File: config.mk
export PLATFORM = sky130hd
export DESIGN_NAME = priority_task_scheduler_with_delays_flat
export DESIGN_NICKNAME = d
export VERILOG_FILES = /design/src/hw/rtl/pts_pkg.sv /design/src/hw/rtl/pts_if.sv /design/src/hw/rtl/priority_task_scheduler_with_delays.sv /design/src/hw/rtl/pts_front.sv /design/src/hw/rtl/pts_queue.sv /design/src/hw/rtl/pts_back.sv /design/src/flat_wrapper.sv
export SDC_FILE = /design/constraint.sdc
export NUM_CORES = 1
export LEC_CHECK = 0
export ABC_AREA = 1
export BUFFER_PORTS_ARGS = -buffer_cell sky130_fd_sc_hd__buf_2
export CAP_MARGIN = 20
export CORE_ASPECT_RATIO = 0.75
export CORE_MARGIN = 2
export CORE_UTILIZATION = 30
export DETAILED_ROUTE_END_ITERATION = 10
export SLEW_MARGIN = 5
export SYNTH_ARGS = -nofsm -noshare
export SYNTH_HDL_FRONTEND = slang
export SYNTH_SLANG_ARGS = --single-unit
File: constraint.sdc
create_clock -name clk -period 6.2 [get_ports clk]
set_input_delay 1.24 -clock clk [delete_from_list [all_inputs] [get_ports clk]]
set_output_delay 1.24 -clock clk [all_outputs]
set_load 0.01 [all_outputs]
File: src/hw/rtl/pts_pkg.sv
// Package for the priority task scheduler: command codes, operation classes,
// the queue item type and fixed field widths. No dependencies.
package pts_pkg;

    localparam int CMD_W      = 3;
    localparam int PRIO_FW    = 5;
    localparam int TICKS_FW   = 32;
    localparam int LOCK_W     = 8;
    localparam int MAP_FW     = 32;
    localparam int QUEUE_DEPTH = 2;

    localparam logic [LOCK_W-1:0] LOCK_MAX = 8'd255;

    localparam logic [CMD_W-1:0] CMD_ADD    = 3'd0;
    localparam logic [CMD_W-1:0] CMD_START  = 3'd1;
    localparam logic [CMD_W-1:0] CMD_TICK   = 3'd2;
    localparam logic [CMD_W-1:0] CMD_DELAY  = 3'd3;
    localparam logic [CMD_W-1:0] CMD_LOCK   = 3'd4;
    localparam logic [CMD_W-1:0] CMD_UNLOCK = 3'd5;

    typedef enum logic [2:0] {
        OP_ADD,
        OP_START,
        OP_TICK,
        OP_DELAY,
        OP_LOCK,
        OP_UNLOCK,
        OP_IGNORE
    } op_t;

    typedef struct packed {
        op_t                 op;
        logic                prio_ok;
        logic [PRIO_FW-1:0]  prio;
        logic [TICKS_FW-1:0] ticks;
    } item_t;

endpackage

File: src/hw/rtl/pts_if.sv
// Channel interfaces of the priority task scheduler: command in, result out.
// Depends on pts_pkg for field widths.
interface pts_cmd_if
    import pts_pkg::*;
();
    logic                valid;
    logic                ready;
    logic [CMD_W-1:0]    cmd;
    logic [PRIO_FW-1:0]  task_prio;
    logic [TICKS_FW-1:0] delay_ticks;

    modport source (output valid, output cmd, output task_prio, output delay_ticks,
                    input ready);
    modport sink   (input valid, input cmd, input task_prio, input delay_ticks,
                    output ready);
endinterface

interface pts_res_if
    import pts_pkg::*;
();
    logic               valid;
    logic               ready;
    logic               switch_now;
    logic [PRIO_FW-1:0] next_task;
    logic [LOCK_W-1:0]  lock_count;
    logic [MAP_FW-1:0]  ready_map;

    modport source (output valid, output switch_now, output next_task,
                    output lock_count, output ready_map, input ready);
    modport sink   (input valid, input switch_now, input next_task,
                    input lock_count, input ready_map, output ready);
endinterface

File: src/hw/rtl/priority_task_scheduler_with_delays.sv
// Top level of the priority task scheduler with per-slot delays.
// Depends on pts_pkg, pts_if, pts_front, pts_queue and pts_back.
//
//   channel  dir  payload                                       transaction
//   cmd_ch   in   cmd, task_prio, delay_ticks                   valid & ready
//   res_ch   out  switch_now, next_task, lock_count, ready_map  valid & ready
//
// Start, tick, delay and an unlock that reaches zero walk the delay counter
// memory one slot per cycle; add, lock, other unlocks and undefined commands
// skip the walk.
// Reset clears ready and delayed maps, running slot and lock count.
// A two-entry queue parts the front from the back; a stalled result holds
// in the output register while the front keeps accepting until the queue fills.
module priority_task_scheduler_with_delays
    import pts_pkg::*;
#(
    parameter int NUM_PRIOS  = 32,
    parameter int TICK_WIDTH = 32
) (
    input  logic      clk,
    input  logic      rst_n,
    pts_cmd_if.sink   cmd_ch,
    pts_res_if.source res_ch
);

    logic  q_full;
    logic  q_push;
    item_t q_push_item;
    logic  q_valid;
    item_t q_item;
    logic  q_pop;

    pts_front #(
        .NUM_PRIOS  (NUM_PRIOS),
        .TICK_WIDTH (TICK_WIDTH)
    ) u_front (
        .cmd_ch (cmd_ch),
        .q_full (q_full),
        .q_push (q_push),
        .q_item (q_push_item)
    );

    pts_queue u_queue (
        .clk       (clk),
        .rst_n     (rst_n),
        .push      (q_push),
        .push_item (q_push_item),
        .full      (q_full),
        .pop_valid (q_valid),
        .pop_item  (q_item),
        .pop       (q_pop)
    );

    pts_back #(
        .NUM_PRIOS  (NUM_PRIOS),
        .TICK_WIDTH (TICK_WIDTH)
    ) u_back (
        .clk     (clk),
        .rst_n   (rst_n),
        .q_valid (q_valid),
        .q_item  (q_item),
        .q_pop   (q_pop),
        .res_ch  (res_ch)
    );

endmodule

File: src/hw/rtl/pts_front.sv
// Front end: accepts commands and classifies them into queue items.
// Depends on pts_pkg and pts_cmd_if.
module pts_front
    import pts_pkg::*;
#(
    parameter int NUM_PRIOS  = 32,
    parameter int TICK_WIDTH = 32
) (
    pts_cmd_if.sink   cmd_ch,
    input  logic      q_full,
    output logic      q_push,
    output item_t     q_item
);

    logic [TICK_WIDTH-1:0] ticks_masked;

    assign cmd_ch.ready = !q_full;
    assign q_push       = cmd_ch.valid && !q_full;
    assign ticks_masked = cmd_ch.delay_ticks[TICK_WIDTH-1:0];

    always_comb
    begin
        q_item.prio    = cmd_ch.task_prio;
        q_item.prio_ok = ({2'b00, cmd_ch.task_prio} < 7'(NUM_PRIOS));
        // a delay of zero sleeps for one tick
        if (ticks_masked == '0)
        begin
            q_item.ticks = TICKS_FW'(1);
        end
        else
        begin
            q_item.ticks = TICKS_FW'(ticks_masked);
        end
        case (cmd_ch.cmd)
            CMD_ADD:    q_item.op = OP_ADD;
            CMD_START:  q_item.op = OP_START;
            CMD_TICK:   q_item.op = OP_TICK;
            CMD_DELAY:  q_item.op = OP_DELAY;
            CMD_LOCK:   q_item.op = OP_LOCK;
            CMD_UNLOCK: q_item.op = OP_UNLOCK;
            default:    q_item.op = OP_IGNORE;
        endcase
    end

endmodule

File: src/hw/rtl/pts_queue.sv
// Short queue of classified items between front and back end.
// Depends on pts_pkg.
module pts_queue
    import pts_pkg::*;
(
    input  logic  clk,
    input  logic  rst_n,
    input  logic  push,
    input  item_t push_item,
    output logic  full,
    output logic  pop_valid,
    output item_t pop_item,
    input  logic  pop
);

    localparam int PTR_W = $clog2(QUEUE_DEPTH);

    item_t              entries [QUEUE_DEPTH];
    logic [PTR_W-1:0]   wr_ptr_reg, wr_ptr_next;
    logic [PTR_W-1:0]   rd_ptr_reg, rd_ptr_next;
    logic [PTR_W:0]     count_reg, count_next;
    logic               do_push, do_pop;

    assign full      = (count_reg == (PTR_W+1)'(QUEUE_DEPTH));
    assign pop_valid = (count_reg != '0);
    assign pop_item  = entries[rd_ptr_reg];
    assign do_push   = push && !full;
    assign do_pop    = pop && pop_valid;

    always_comb
    begin
        wr_ptr_next = wr_ptr_reg;
        rd_ptr_next = rd_ptr_reg;
        count_next  = count_reg;
        if (do_push)
        begin
            wr_ptr_next = wr_ptr_reg + 1'b1;
        end
        if (do_pop)
        begin
            rd_ptr_next = rd_ptr_reg + 1'b1;
        end
        if (do_push && !do_pop)
        begin
            count_next = count_reg + 1'b1;
        end
        else if (do_pop && !do_push)
        begin
            count_next = count_reg - 1'b1;
        end
    end

    always_ff @(posedge clk or negedge rst_n)
    begin
        if (!rst_n)
        begin
            wr_ptr_reg <= '0;
            rd_ptr_reg <= '0;
            count_reg  <= '0;
        end
        else
        begin
            wr_ptr_reg <= wr_ptr_next;
            rd_ptr_reg <= rd_ptr_next;
            count_reg  <= count_next;
        end
    end

    always_ff @(posedge clk)
    begin
        if (do_push)
        begin
            entries[wr_ptr_reg] <= push_item;
        end
    end

endmodule

File: src/hw/rtl/pts_back.sv
// Back end: executes queued commands, walks the delay counter memory one slot
// per cycle, picks the lowest ready slot and registers the result.
// Depends on pts_pkg and pts_res_if.
module pts_back
    import pts_pkg::*;
#(
    parameter int NUM_PRIOS  = 32,
    parameter int TICK_WIDTH = 32
) (
    input  logic        clk,
    input  logic        rst_n,
    input  logic        q_valid,
    input  item_t       q_item,
    output logic        q_pop,
    pts_res_if.source   res_ch
);

    localparam int PRIO_W = $clog2(NUM_PRIOS);
    localparam logic [PRIO_W-1:0] LAST_SLOT = PRIO_W'(NUM_PRIOS - 1);

    typedef enum logic [4:0] {
        S_IDLE   = 5'b00001,
        S_EXEC   = 5'b00010,
        S_SCAN   = 5'b00100,
        S_DRAIN  = 5'b01000,
        S_RESULT = 5'b10000
    } state_t;

    state_t                state_reg, state_next;
    item_t                 item_reg, item_next;
    logic [PRIO_W-1:0]     idx_reg, idx_next;
    logic                  pend_reg, pend_next;
    logic [PRIO_W-1:0]     pend_idx_reg, pend_idx_next;
    logic [TICK_WIDTH-1:0] rd_data_reg;
    logic [NUM_PRIOS-1:0]  ready_reg, ready_next;
    logic [NUM_PRIOS-1:0]  delayed_reg, delayed_next;
    logic [PRIO_W-1:0]     running_reg, running_next;
    logic [LOCK_W-1:0]     lock_reg, lock_next;
    logic                  found_reg, found_next;
    logic [PRIO_W-1:0]     best_reg, best_next;
    logic                  sched_reg, sched_next;
    logic                  out_valid_reg, out_valid_next;
    logic                  switch_reg, switch_next;
    logic [PRIO_FW-1:0]    task_reg, task_next;
    logic [LOCK_W-1:0]     lockc_reg, lockc_next;
    logic [MAP_FW-1:0]     map_reg, map_next;

    logic [TICK_WIDTH-1:0] counters [NUM_PRIOS];
    logic                  mem_we;
    logic [PRIO_W-1:0]     mem_waddr;
    logic [TICK_WIDTH-1:0] mem_wdata;
    logic                  mem_re;

    logic [PRIO_W+PRIO_FW-1:0] prio_pad;
    logic [PRIO_W-1:0]         add_slot;
    logic [TICK_WIDTH-1:0]     dec_val;
    logic                      expire;
    logic                      now_ready;
    logic                      sw;
    logic                      out_free;
    logic [NUM_PRIOS+MAP_FW-1:0]   map_pad;
    logic [PRIO_W+PRIO_FW-1:0]     run_pad;

    assign prio_pad = {{PRIO_W{1'b0}}, item_reg.prio};
    assign add_slot = prio_pad[PRIO_W-1:0];
    assign dec_val  = rd_data_reg - 1'b1;
    assign out_free = !out_valid_reg || res_ch.ready;
    assign mem_re   = (state_reg == S_SCAN);

    assign res_ch.valid      = out_valid_reg;
    assign res_ch.switch_now = switch_reg;
    assign res_ch.next_task  = task_reg;
    assign res_ch.lock_count = lockc_reg;
    assign res_ch.ready_map  = map_reg;

    always_comb
    begin
        state_next     = state_reg;
        item_next      = item_reg;
        idx_next       = idx_reg;
        pend_next      = 1'b0;
        pend_idx_next  = idx_reg;
        ready_next     = ready_reg;
        delayed_next   = delayed_reg;
        running_next   = running_reg;
        lock_next      = lock_reg;
        found_next     = found_reg;
        best_next      = best_reg;
        sched_next     = sched_reg;
        out_valid_next = out_valid_reg;
        switch_next    = switch_reg;
        task_next      = task_reg;
        lockc_next     = lockc_reg;
        map_next       = map_reg;
        q_pop          = 1'b0;
        mem_we         = 1'b0;
        mem_waddr      = running_reg;
        mem_wdata      = item_reg.ticks[TICK_WIDTH-1:0];
        expire         = 1'b0;
        now_ready      = 1'b0;
        sw             = 1'b0;
        map_pad        = '0;
        run_pad        = '0;

        if (out_valid_reg && res_ch.ready)
        begin
            out_valid_next = 1'b0;
        end

        // process the slot whose counter was read last cycle
        if (pend_reg)
        begin
            if (item_reg.op == OP_TICK && delayed_reg[pend_idx_reg])
            begin
                mem_we    = 1'b1;
                mem_waddr = pend_idx_reg;
                mem_wdata = dec_val;
                if (dec_val == '0)
                begin
                    expire = 1'b1;
                    delayed_next[pend_idx_reg] = 1'b0;
                    ready_next[pend_idx_reg]   = 1'b1;
                end
            end
            now_ready = ready_reg[pend_idx_reg] | expire;
            if (now_ready && !found_reg)
            begin
                found_next = 1'b1;
                best_next  = pend_idx_reg;
            end
        end

        case (state_reg)
            S_IDLE:
            begin
                if (q_valid)
                begin
                    q_pop      = 1'b1;
                    item_next  = q_item;
                    state_next = S_EXEC;
                end
            end
            S_EXEC:
            begin
                idx_next   = '0;
                found_next = 1'b0;
                sched_next = 1'b0;
                state_next = S_RESULT;
                case (item_reg.op)
                    OP_ADD:
                    begin
                        if (item_reg.prio_ok)
                        begin
                            ready_next[add_slot]   = 1'b1;
                            delayed_next[add_slot] = 1'b0;
                        end
                    end
                    OP_START, OP_TICK:
                    begin
                        state_next = S_SCAN;
                    end
                    OP_DELAY:
                    begin
                        mem_we                    = 1'b1;
                        delayed_next[running_reg] = 1'b1;
                        ready_next[running_reg]   = 1'b0;
                        state_next                = S_SCAN;
                    end
                    OP_LOCK:
                    begin
                        if (lock_reg != LOCK_MAX)
                        begin
                            lock_next = lock_reg + 1'b1;
                        end
                    end
                    OP_UNLOCK:
                    begin
                        if (lock_reg != '0)
                        begin
                            lock_next = lock_reg - 1'b1;
                            if (lock_reg == LOCK_W'(1))
                            begin
                                sched_next = 1'b1;
                                state_next = S_SCAN;
                            end
                        end
                    end
                    default:
                    begin
                    end
                endcase
            end
            S_SCAN:
            begin
                pend_next     = 1'b1;
                pend_idx_next = idx_reg;
                if (idx_reg == LAST_SLOT)
                begin
                    state_next = S_DRAIN;
                end
                else
                begin
                    idx_next = idx_reg + 1'b1;
                end
            end
            S_DRAIN:
            begin
                state_next = S_RESULT;
            end
            S_RESULT:
            begin
                if (out_free)
                begin
                    case (item_reg.op)
                        OP_START:
                        begin
                            if (found_reg)
                            begin
                                running_next = best_reg;
                                sw           = 1'b1;
                            end
                        end
                        OP_TICK, OP_DELAY:
                        begin
                            if (lock_reg == '0 && found_reg && best_reg != running_reg)
                            begin
                                running_next = best_reg;
                                sw           = 1'b1;
                            end
                        end
                        OP_UNLOCK:
                        begin
                            if (sched_reg && found_reg && best_reg != running_reg)
                            begin
                                running_next = best_reg;
                                sw           = 1'b1;
                            end
                        end
                        default:
                        begin
                        end
                    endcase
                    map_pad        = {{MAP_FW{1'b0}}, ready_reg};
                    run_pad        = {{PRIO_FW{1'b0}}, running_next};
                    out_valid_next = 1'b1;
                    switch_next    = sw;
                    task_next      = run_pad[PRIO_FW-1:0];
                    lockc_next     = lock_reg;
                    map_next       = map_pad[MAP_FW-1:0];
                    state_next     = S_IDLE;
                end
            end
            default:
            begin
                state_next = S_IDLE;
            end
        endcase
    end

    always_ff @(posedge clk or negedge rst_n)
    begin
        if (!rst_n)
        begin
            state_reg     <= S_IDLE;
            idx_reg       <= '0;
            pend_reg      <= 1'b0;
            pend_idx_reg  <= '0;
            ready_reg     <= '0;
            delayed_reg   <= '0;
            running_reg   <= '0;
            lock_reg      <= '0;
            found_reg     <= 1'b0;
            best_reg      <= '0;
            sched_reg     <= 1'b0;
            out_valid_reg <= 1'b0;
        end
        else
        begin
            state_reg     <= state_next;
            idx_reg       <= idx_next;
            pend_reg      <= pend_next;
            pend_idx_reg  <= pend_idx_next;
            ready_reg     <= ready_next;
            delayed_reg   <= delayed_next;
            running_reg   <= running_next;
            lock_reg      <= lock_next;
            found_reg     <= found_next;
            best_reg      <= best_next;
            sched_reg     <= sched_next;
            out_valid_reg <= out_valid_next;
        end
    end

    always_ff @(posedge clk)
    begin
        item_reg   <= item_next;
        switch_reg <= switch_next;
        task_reg   <= task_next;
        lockc_reg  <= lockc_next;
        map_reg    <= map_next;
    end

    // delay counter memory: one write port, one registered read port
    always_ff @(posedge clk)
    begin
        if (mem_we)
        begin
            counters[mem_waddr] <= mem_wdata;
        end
        if (mem_re)
        begin
            rd_data_reg <= counters[idx_reg];
        end
    end

endmodule

File: src/flat_wrapper.sv
// flat-port wrapper written by rule: the top's interface ports become plain ports
module priority_task_scheduler_with_delays_flat import pts_pkg::*;
#(
    parameter int NUM_PRIOS  = 32,
    parameter int TICK_WIDTH = 32
)
  (clk, rst_n, cmd_ch_valid, cmd_ch_cmd, cmd_ch_task_prio, cmd_ch_delay_ticks, cmd_ch_ready, res_ch_valid, res_ch_switch_now, res_ch_next_task, res_ch_lock_count, res_ch_ready_map, res_ch_ready);
  pts_cmd_if cmd_ch_i ();
  pts_res_if res_ch_i ();
  input  logic clk;
  input  logic rst_n;
  input wire logic [$bits(cmd_ch_i.valid)-1:0] cmd_ch_valid;
  input wire logic [$bits(cmd_ch_i.cmd)-1:0] cmd_ch_cmd;
  input wire logic [$bits(cmd_ch_i.task_prio)-1:0] cmd_ch_task_prio;
  input wire logic [$bits(cmd_ch_i.delay_ticks)-1:0] cmd_ch_delay_ticks;
  output wire logic [$bits(cmd_ch_i.ready)-1:0] cmd_ch_ready;
  output wire logic [$bits(res_ch_i.valid)-1:0] res_ch_valid;
  output wire logic [$bits(res_ch_i.switch_now)-1:0] res_ch_switch_now;
  output wire logic [$bits(res_ch_i.next_task)-1:0] res_ch_next_task;
  output wire logic [$bits(res_ch_i.lock_count)-1:0] res_ch_lock_count;
  output wire logic [$bits(res_ch_i.ready_map)-1:0] res_ch_ready_map;
  input wire logic [$bits(res_ch_i.ready)-1:0] res_ch_ready;
  assign cmd_ch_i.valid = cmd_ch_valid;
  assign cmd_ch_i.cmd = cmd_ch_cmd;
  assign cmd_ch_i.task_prio = cmd_ch_task_prio;
  assign cmd_ch_i.delay_ticks = cmd_ch_delay_ticks;
  assign cmd_ch_ready = cmd_ch_i.ready;
  assign res_ch_valid = res_ch_i.valid;
  assign res_ch_switch_now = res_ch_i.switch_now;
  assign res_ch_next_task = res_ch_i.next_task;
  assign res_ch_lock_count = res_ch_i.lock_count;
  assign res_ch_ready_map = res_ch_i.ready_map;
  assign res_ch_i.ready = res_ch_ready;
  priority_task_scheduler_with_delays #(.NUM_PRIOS(NUM_PRIOS), .TICK_WIDTH(TICK_WIDTH)) u_core (.clk(clk), .rst_n(rst_n), .cmd_ch(cmd_ch_i), .res_ch(res_ch_i));
endmodule
; ---- Word level (Yosys, flattened, before mapping)
; Memories as Yosys holds them, arrays and structs flattened. A register that Yosys moved wholly into a read port is not among the register bits.
; Cells that the tools add are included.
[word_totals]
word_cells = 187
reg_bits = 152
ramBits = 1104
mem_count = 2
input_bits = 44
out_inout_bits = 48
[op_classes]
bitwise = 10
add_sub_neg = 8
n_lt_le_gt_ge = 6
n_reduce_logical = 42
eq_ne = 26
mux = 73
[mem_list]
columns = memory, words, word_bits, read_ports, rd_ports_with_merged_regs, wr, line
row1 = u_core.u_back.counters, 32, 32, 1, 1, 1, pts_back.sv:48  ; logic [TICK_WIDTH-1:0] counters [NUM_PRIOS];
row2 = u_core.u_queue.entries, 2, 40, 1, 1, 1, pts_queue.sv:18  ; item_t entries [QUEUE_DEPTH];
[op_table]
columns = op, n
row1 = two-way mux 32 bit, 13
row2 = case mux 32 bit (2 select lines), 2
row3 = AND 32 bit, 3
row4 = inverter 32 bit, 3
row5 = OR 32 bit, 3
row6 = logical NOT 32 bit, 2
row7 = two-way mux 5 bit, 11
row8 = "subtractor 32 x 1 -> 32 bit, second input constant", 1
row9 = two-way mux 1 bit, 31
row10 = case mux 5 bit (5 select lines), 1
row11 = case mux 5 bit (2 select lines), 2
row12 = "less-than comparator 5 x 6 -> 1 bit, second input constant", 3
row13 = case mux 3 bit (6 select lines), 1
row14 = two-way mux 8 bit, 2
row15 = case mux 8 bit (2 select lines), 1
row16 = demux 1 bit (select 5 bit), 3
row17 = "greater-or-equal comparator 5 x 1 -> 1 bit, second input constant", 3
row18 = logical AND 1 bit, 15
row19 = case mux 5 bit (3 select lines), 1
row20 = "== test 3 x 2 -> 1 bit, second input constant", 4
row21 = "== test 3 bit, second input constant", 4
row22 = nonzero test 2 bit, 6
row23 = binary-select mux 1 bit (select 5 bit), 2
row24 = "== test 5 bit, second input constant", 2
row25 = other kinds (30), 46

; ---- Longest topological paths before layout
[depth]
depth_word = 13
ltp_mapped = 18
mapped_depth_nobuf = 17

; ---- By module
; Synthesis repeated with hierarchy kept, for this count alone.
[hier_totals]
hier_cells = 4555
hier_area_um2 = 54563.6
[modules_own_cells]
columns = module, cells_each, n_inst, area_each_um2
row1 = pts_back, 4233, 1, 50995.2
row2 = pts_queue, 246, 1, 3255.6
row3 = pts_front, 76, 1, 312.8

; ---- Worst setup path after synthesis
; No wires, ideal clock.
[synth_timing]
kind = reg2reg
start = reg u_core.u_back.state_reg[0]
end = reg u_core.u_queue.count_reg[1]
required_ns = 6.076
setup_slack_ns = -0.018
n_path_buf = 1
path_stages_with_launch = 14
period_less_slack_ns = 6.218
arrival_ns = 6.094
setup_ns = 0.124
path_cell_list = dfstp_2 -> nor2_1 -> inv_1 -> nor4_1 -> inv_1 -> or2_2 -> clkbuf_1 -> nand3_1 -> nor2_1 -> inv_1 -> ha_1 -> a21oi_1 -> o21ai_0 -> xnor2_1
[synth_via]
elab_chain_cells = 6
elab_cells_between_ends = 8
[synth_rtl]
columns = element, line
row1 = from (decl), pts_back.sv:29  ; state_t state_reg, state_next;
row2 = from (signal assigned), pts_back.sv:279  ; state_reg <= state_next;
row3 = == test 5 x 1 -> 1 bit *, pts_back.sv:133  ; case (state_reg)
row4 = two-way mux 1 bit *, pts_back.sv:133
row5 = net u_core.q_pop, priority_task_scheduler_with_delays.sv:31  ; logic q_pop;
row6 = logical AND 1 bit *, pts_queue.sv:28  ; assign do_pop = pop && pop_valid;
row7 = logical NOT 1 bit, pts_queue.sv:43  ; if (do_push && !do_pop)
row8 = logical AND 1 bit, pts_queue.sv:43
row9 = two-way mux 2 bit / nonzero test 2 bit (equally long branches), n/a
row10 = to (signal assigned), pts_queue.sv:65  ; count_reg <= count_next;
row11 = to (decl), pts_queue.sv:21  ; logic [PTR_W:0] count_reg, count_next;
; The timed path passes the listed nets; every way through them passes the cells marked *.
; A chain may end at the register's enable or synchronous reset.

; ---- Worst setup path in the final report
[layout_timing]
start = reg u_core.u_back.pend_idx_reg[1]
end = mem u_core.u_back.counters[30][19] (enable)
[layout_via]
elab_chain_cells = 9
elab_cells_between_ends = 11
[layout_rtl]
columns = element, line
row1 = from (decl), pts_back.sv:33  ; logic [PRIO_W-1:0] pend_idx_reg, pend_idx_next;
row2 = from (signal assigned), pts_back.sv:282  ; pend_idx_reg <= pend_idx_next;
row3 = binary-select mux 1 bit (select 5 bit), pts_back.sv:113  ; if (item_reg.op == OP_TICK && delayed_reg[pend_idx_reg])
row4 = two-way mux 1 bit (implied by the code), pts_back.sv:113
row5 = logical AND 1 bit, pts_back.sv:113
row6 = two-way mux 1 bit, pts_back.sv:113
row7 = two-way mux 1 bit, pts_back.sv:111  ; if (pend_reg)
row8 = two-way mux 1 bit, pts_back.sv:149  ; case (item_reg.op)
row9 = two-way mux 1 bit, pts_back.sv:133
row10 = two-way mux 1 bit, pts_back.sv:306  ; if (mem_we)
row11 = two-way mux 1 bit (implied by the code), pts_back.sv:308  ; counters[mem_waddr] <= mem_wdata;
row12 = to (decl), pts_back.sv:48
; Parallel ways exist; a longest one is shown, timed or not. The select of a mux whose other input is x is not followed.

==> impl_results.md <==
* CTS buffer count at 120
* Synth warn at 0
* Final nets at 4331
* IO buf count at 91
* Ys async rst share at 7.91%
* FMAX at 233 MHz
* Worst path most repeated cell: nand2_1
* Cell area after synthesis at 53600 µm²
* Final Power at 24.7 mW
* Seq cells post-synth at 1327
* Max-slew violations at 0
* CTS clk-pin slew, worst paths at 0.07 ns
* CTS Root Cell: clkbuf_16
* CTS tree: done
* Crit. End Element: flop
* Syn nets at 4309
* Worst EP arrival at 4.73 ns
* Setup Crit Path Kind: flop to flop
* PwrDens at 403 nW/µm²
* Primary FF master, synth: edfxtp_1
* GP Congestion at 0.894
* Largest net degree at the start of global routing at 172
* First-pass GRT wire length at 221 mm
* Worst Skew at 0.0338 ns
* Post-synth EDFFs at 1222
* Initial Utilization at 30.2%
* Post-synth cell types at 44
* Max_slew headroom at 25.6%
* Worst VDD drop at 351 µV
* Status: finished, final reports clean
* Final Hold Vio Count at 0
* Post-route minimum period at 4.29 ns
* Startpoint types: flop
* Area Growth Syn to Fin at 14.3%
* Initial antenna violation count at 2
* Leak Pwr at 20.1 nW
* Slew @ Worst Pin at 1.11 ns
* Antenna viol nets, final at 0
* Total Wirelength at 149 mm
* Core area at 178000 µm²
* Setup WS pre-CTS at 1.91 ns
* DRC violations left at 0
* # clock sinks at 1327
* Min Hold Slack at 0.449 ns
* Maximum root-to-sink buffer count at 3
* Data required time of the worst path at 6.63 ns
* Die height at 370 µm
* Setup TNS Final at 0 ns
* Vias per Instance at 5.20
* Tcrit/Tclk final at 69.3%
* Finish-stage setup viols at 0
* Initial DRC Count at 4518
* # IOs at 92
* Gate Count Post-Synth at 4257
* Sequential area share after synthesis at 73.3%
* Avg WL per Cell at 22.0 µm
* # hold bufs at CTS at 0
* Crit Path Max Fanout at 22
* FF-to-FF setup slack at 1.91 ns
* Vias post-DR at 35200
* Total die area at 182000 µm²
* Resized Gates After CTS at 0
* Max Cap Violations at 0
* First drt pass iteration count at 6
* Total congestion overflow at 0
* Number of fill cells at 17300
* Most common cell in the netlist: edfxtp_1
* Avg Cell Area, Syn at 12.6 µm²
* # Post-CTS Setup Buffers at 0
* Detail Placement HPWL at 89.5 mm
* Synth top cells by count: edfxtp_1, nor2_1, o21ai_0, nand2_1, clkbuf_1
* Hold depth at 0
* H-tree Lvls at 3
* Max FFs per register at 1024
* Delay of the slowest cell on the worst path at 0.94 ns
* RSZ-0062 raised after global routing: false
* Post-synth top area cell: edfxtp_1
* Final worst slack at 1.91 ns
* Num rows at 134
* Min-Delay Path Class: flop to flop
* Cell depth of the worst flop-to-flop path at 15
* Fraction of layout cells with a size suffix above 1 at 10.9%
* Crit-path slowest cell: nor2_4
* Number of global-route vias before repair at 33000
* Yosys top cell area share at 68.4%
* Synth top area cells: edfxtp_1, o21ai_0, nor2_1, dfrtp_1, o221ai_1
* Die X at 492 µm
* Worst skew pair latency at 0.75 ns
* Total GRT Usage at 15.8%
* Critical-path cell list: nand2_2, inv_1, a22oi_1, nand2_1, nand2_1, nand2_1, nor2_1, nand2_2, nand3_4, nand2_1, o21ai_2, inv_1, nand3_2, nor2_4, buf_4
[layer usage]
metal  vias to the layer above  share of wire, %  global-route usage [%]
met4                         2               2.5                    4.01
met3                       226               8.2                    2.96
met5                         -            0.0047                       0
met2                      1597                44                    23.9
met1                     17600                45                    23.3
li1                      15700                 -                       -
[stage by stage]
stage	util, %	instance area, µm²	instances
finish	34.5	61300	6758
global route	34.5	61300	6756
CTS	34.4	61100	6748
detailed placement	32.2	57300	6529
global placement	32.1	57000	6516
floorplan	-	53600	4257
[area by class of cell]
class | count | area, µm² | share of cell area (%)
sequential | 1327 | 39300 | 64.2
antenna | 2 | 5.00 | 0.00816
multi-input combinational | 2476 | 13000 | 21.2
inverter | 172 | 663 | 1.08
clock buffer | 154 | 3190 | 5.21
tap | 2380 | 2980 | 4.86
timing repair buffer | 182 | 1520 | 2.48
clock inverter | 65 | 631 | 1.03
[kinds of logic (layout without fill, tap and decap cells)]
family | after synthesis | after routing | synth area share [%]
AND/OR/NAND/NOR | 1357 | 1357 | 10.2
XOR/XNOR | 22 | 22 | 0.359
flip-flops | 1327 | 1327 | 73.3
other | 0 | 2 | 0
adder cells (fa/ha/maj) | 8 | 8 | 0.187
buffers and inverters | 454 | 573 | 3.23
AO/OA/AOI/OAI | 1049 | 1049 | 11.8
multiplexers | 40 | 40 | 0.840
[path summary, 6_finish.rpt]
path                                          startpoint                                  to
max                        u_core.u_back.pend_idx_reg[1]      u_core.u_back.counters[30][19]
min                          u_core.u_back.ready_reg[28]  u_core.u_back.res_ch.ready_map[28]
max reg2reg                u_core.u_back.pend_idx_reg[1]      u_core.u_back.counters[30][19]
min reg2reg                  u_core.u_back.ready_reg[28]  u_core.u_back.res_ch.ready_map[28]
max in group asynchronous                          rst_n           u_core.u_queue.rd_ptr_reg
min in group asynchronous                          rst_n           u_core.u_back.lock_reg[2]
[power by group]
group          internal (mW)  total (mW)  leakage [nW]  switching, mW
Combinational           1.28        5.38          5.78           4.10
Sequential              11.5        11.9          12.5          0.438
Clock                   4.05        7.37          1.86           3.32
Total                   16.8        24.7          20.1           7.85
[critical path: cells and delay by family, from the launching register on]
kind	cells	cell delay [ns]
buffers and inverters	3	0.80
flip-flops	1	0.59
AO/OA/AOI/OAI	2	0.25
AND/OR/NAND/NOR	10	2.32
[cells in the final DEF (no fill, tap or decap), types with 10 or more instances in the layout]
cell type and instances:
a21oi_1 41, a22oi_1 14, a31oi_1 32, a32oi_1 32, buf_12 19, buf_2 90
buf_4 66, bufinv_16 10, clkbuf_1 30, clkbuf_16 122, clkinv_1 28, clkinv_2 17
dfrtp_1 99, edfxtp_1 1222, inv_1 161, mux2_2 40, nand2_1 382, nand3_1 107
nand4_1 26, nor2_1 745, nor2_4 38, nor3_1 23, nor4_1 10, o21ai_0 623
o21ai_1 11, o21ai_4 10, o221ai_1 206, o22ai_1 62, xnor2_1 10, xor2_1 12
No activity file was read; power rests on OpenSTA's default activity.
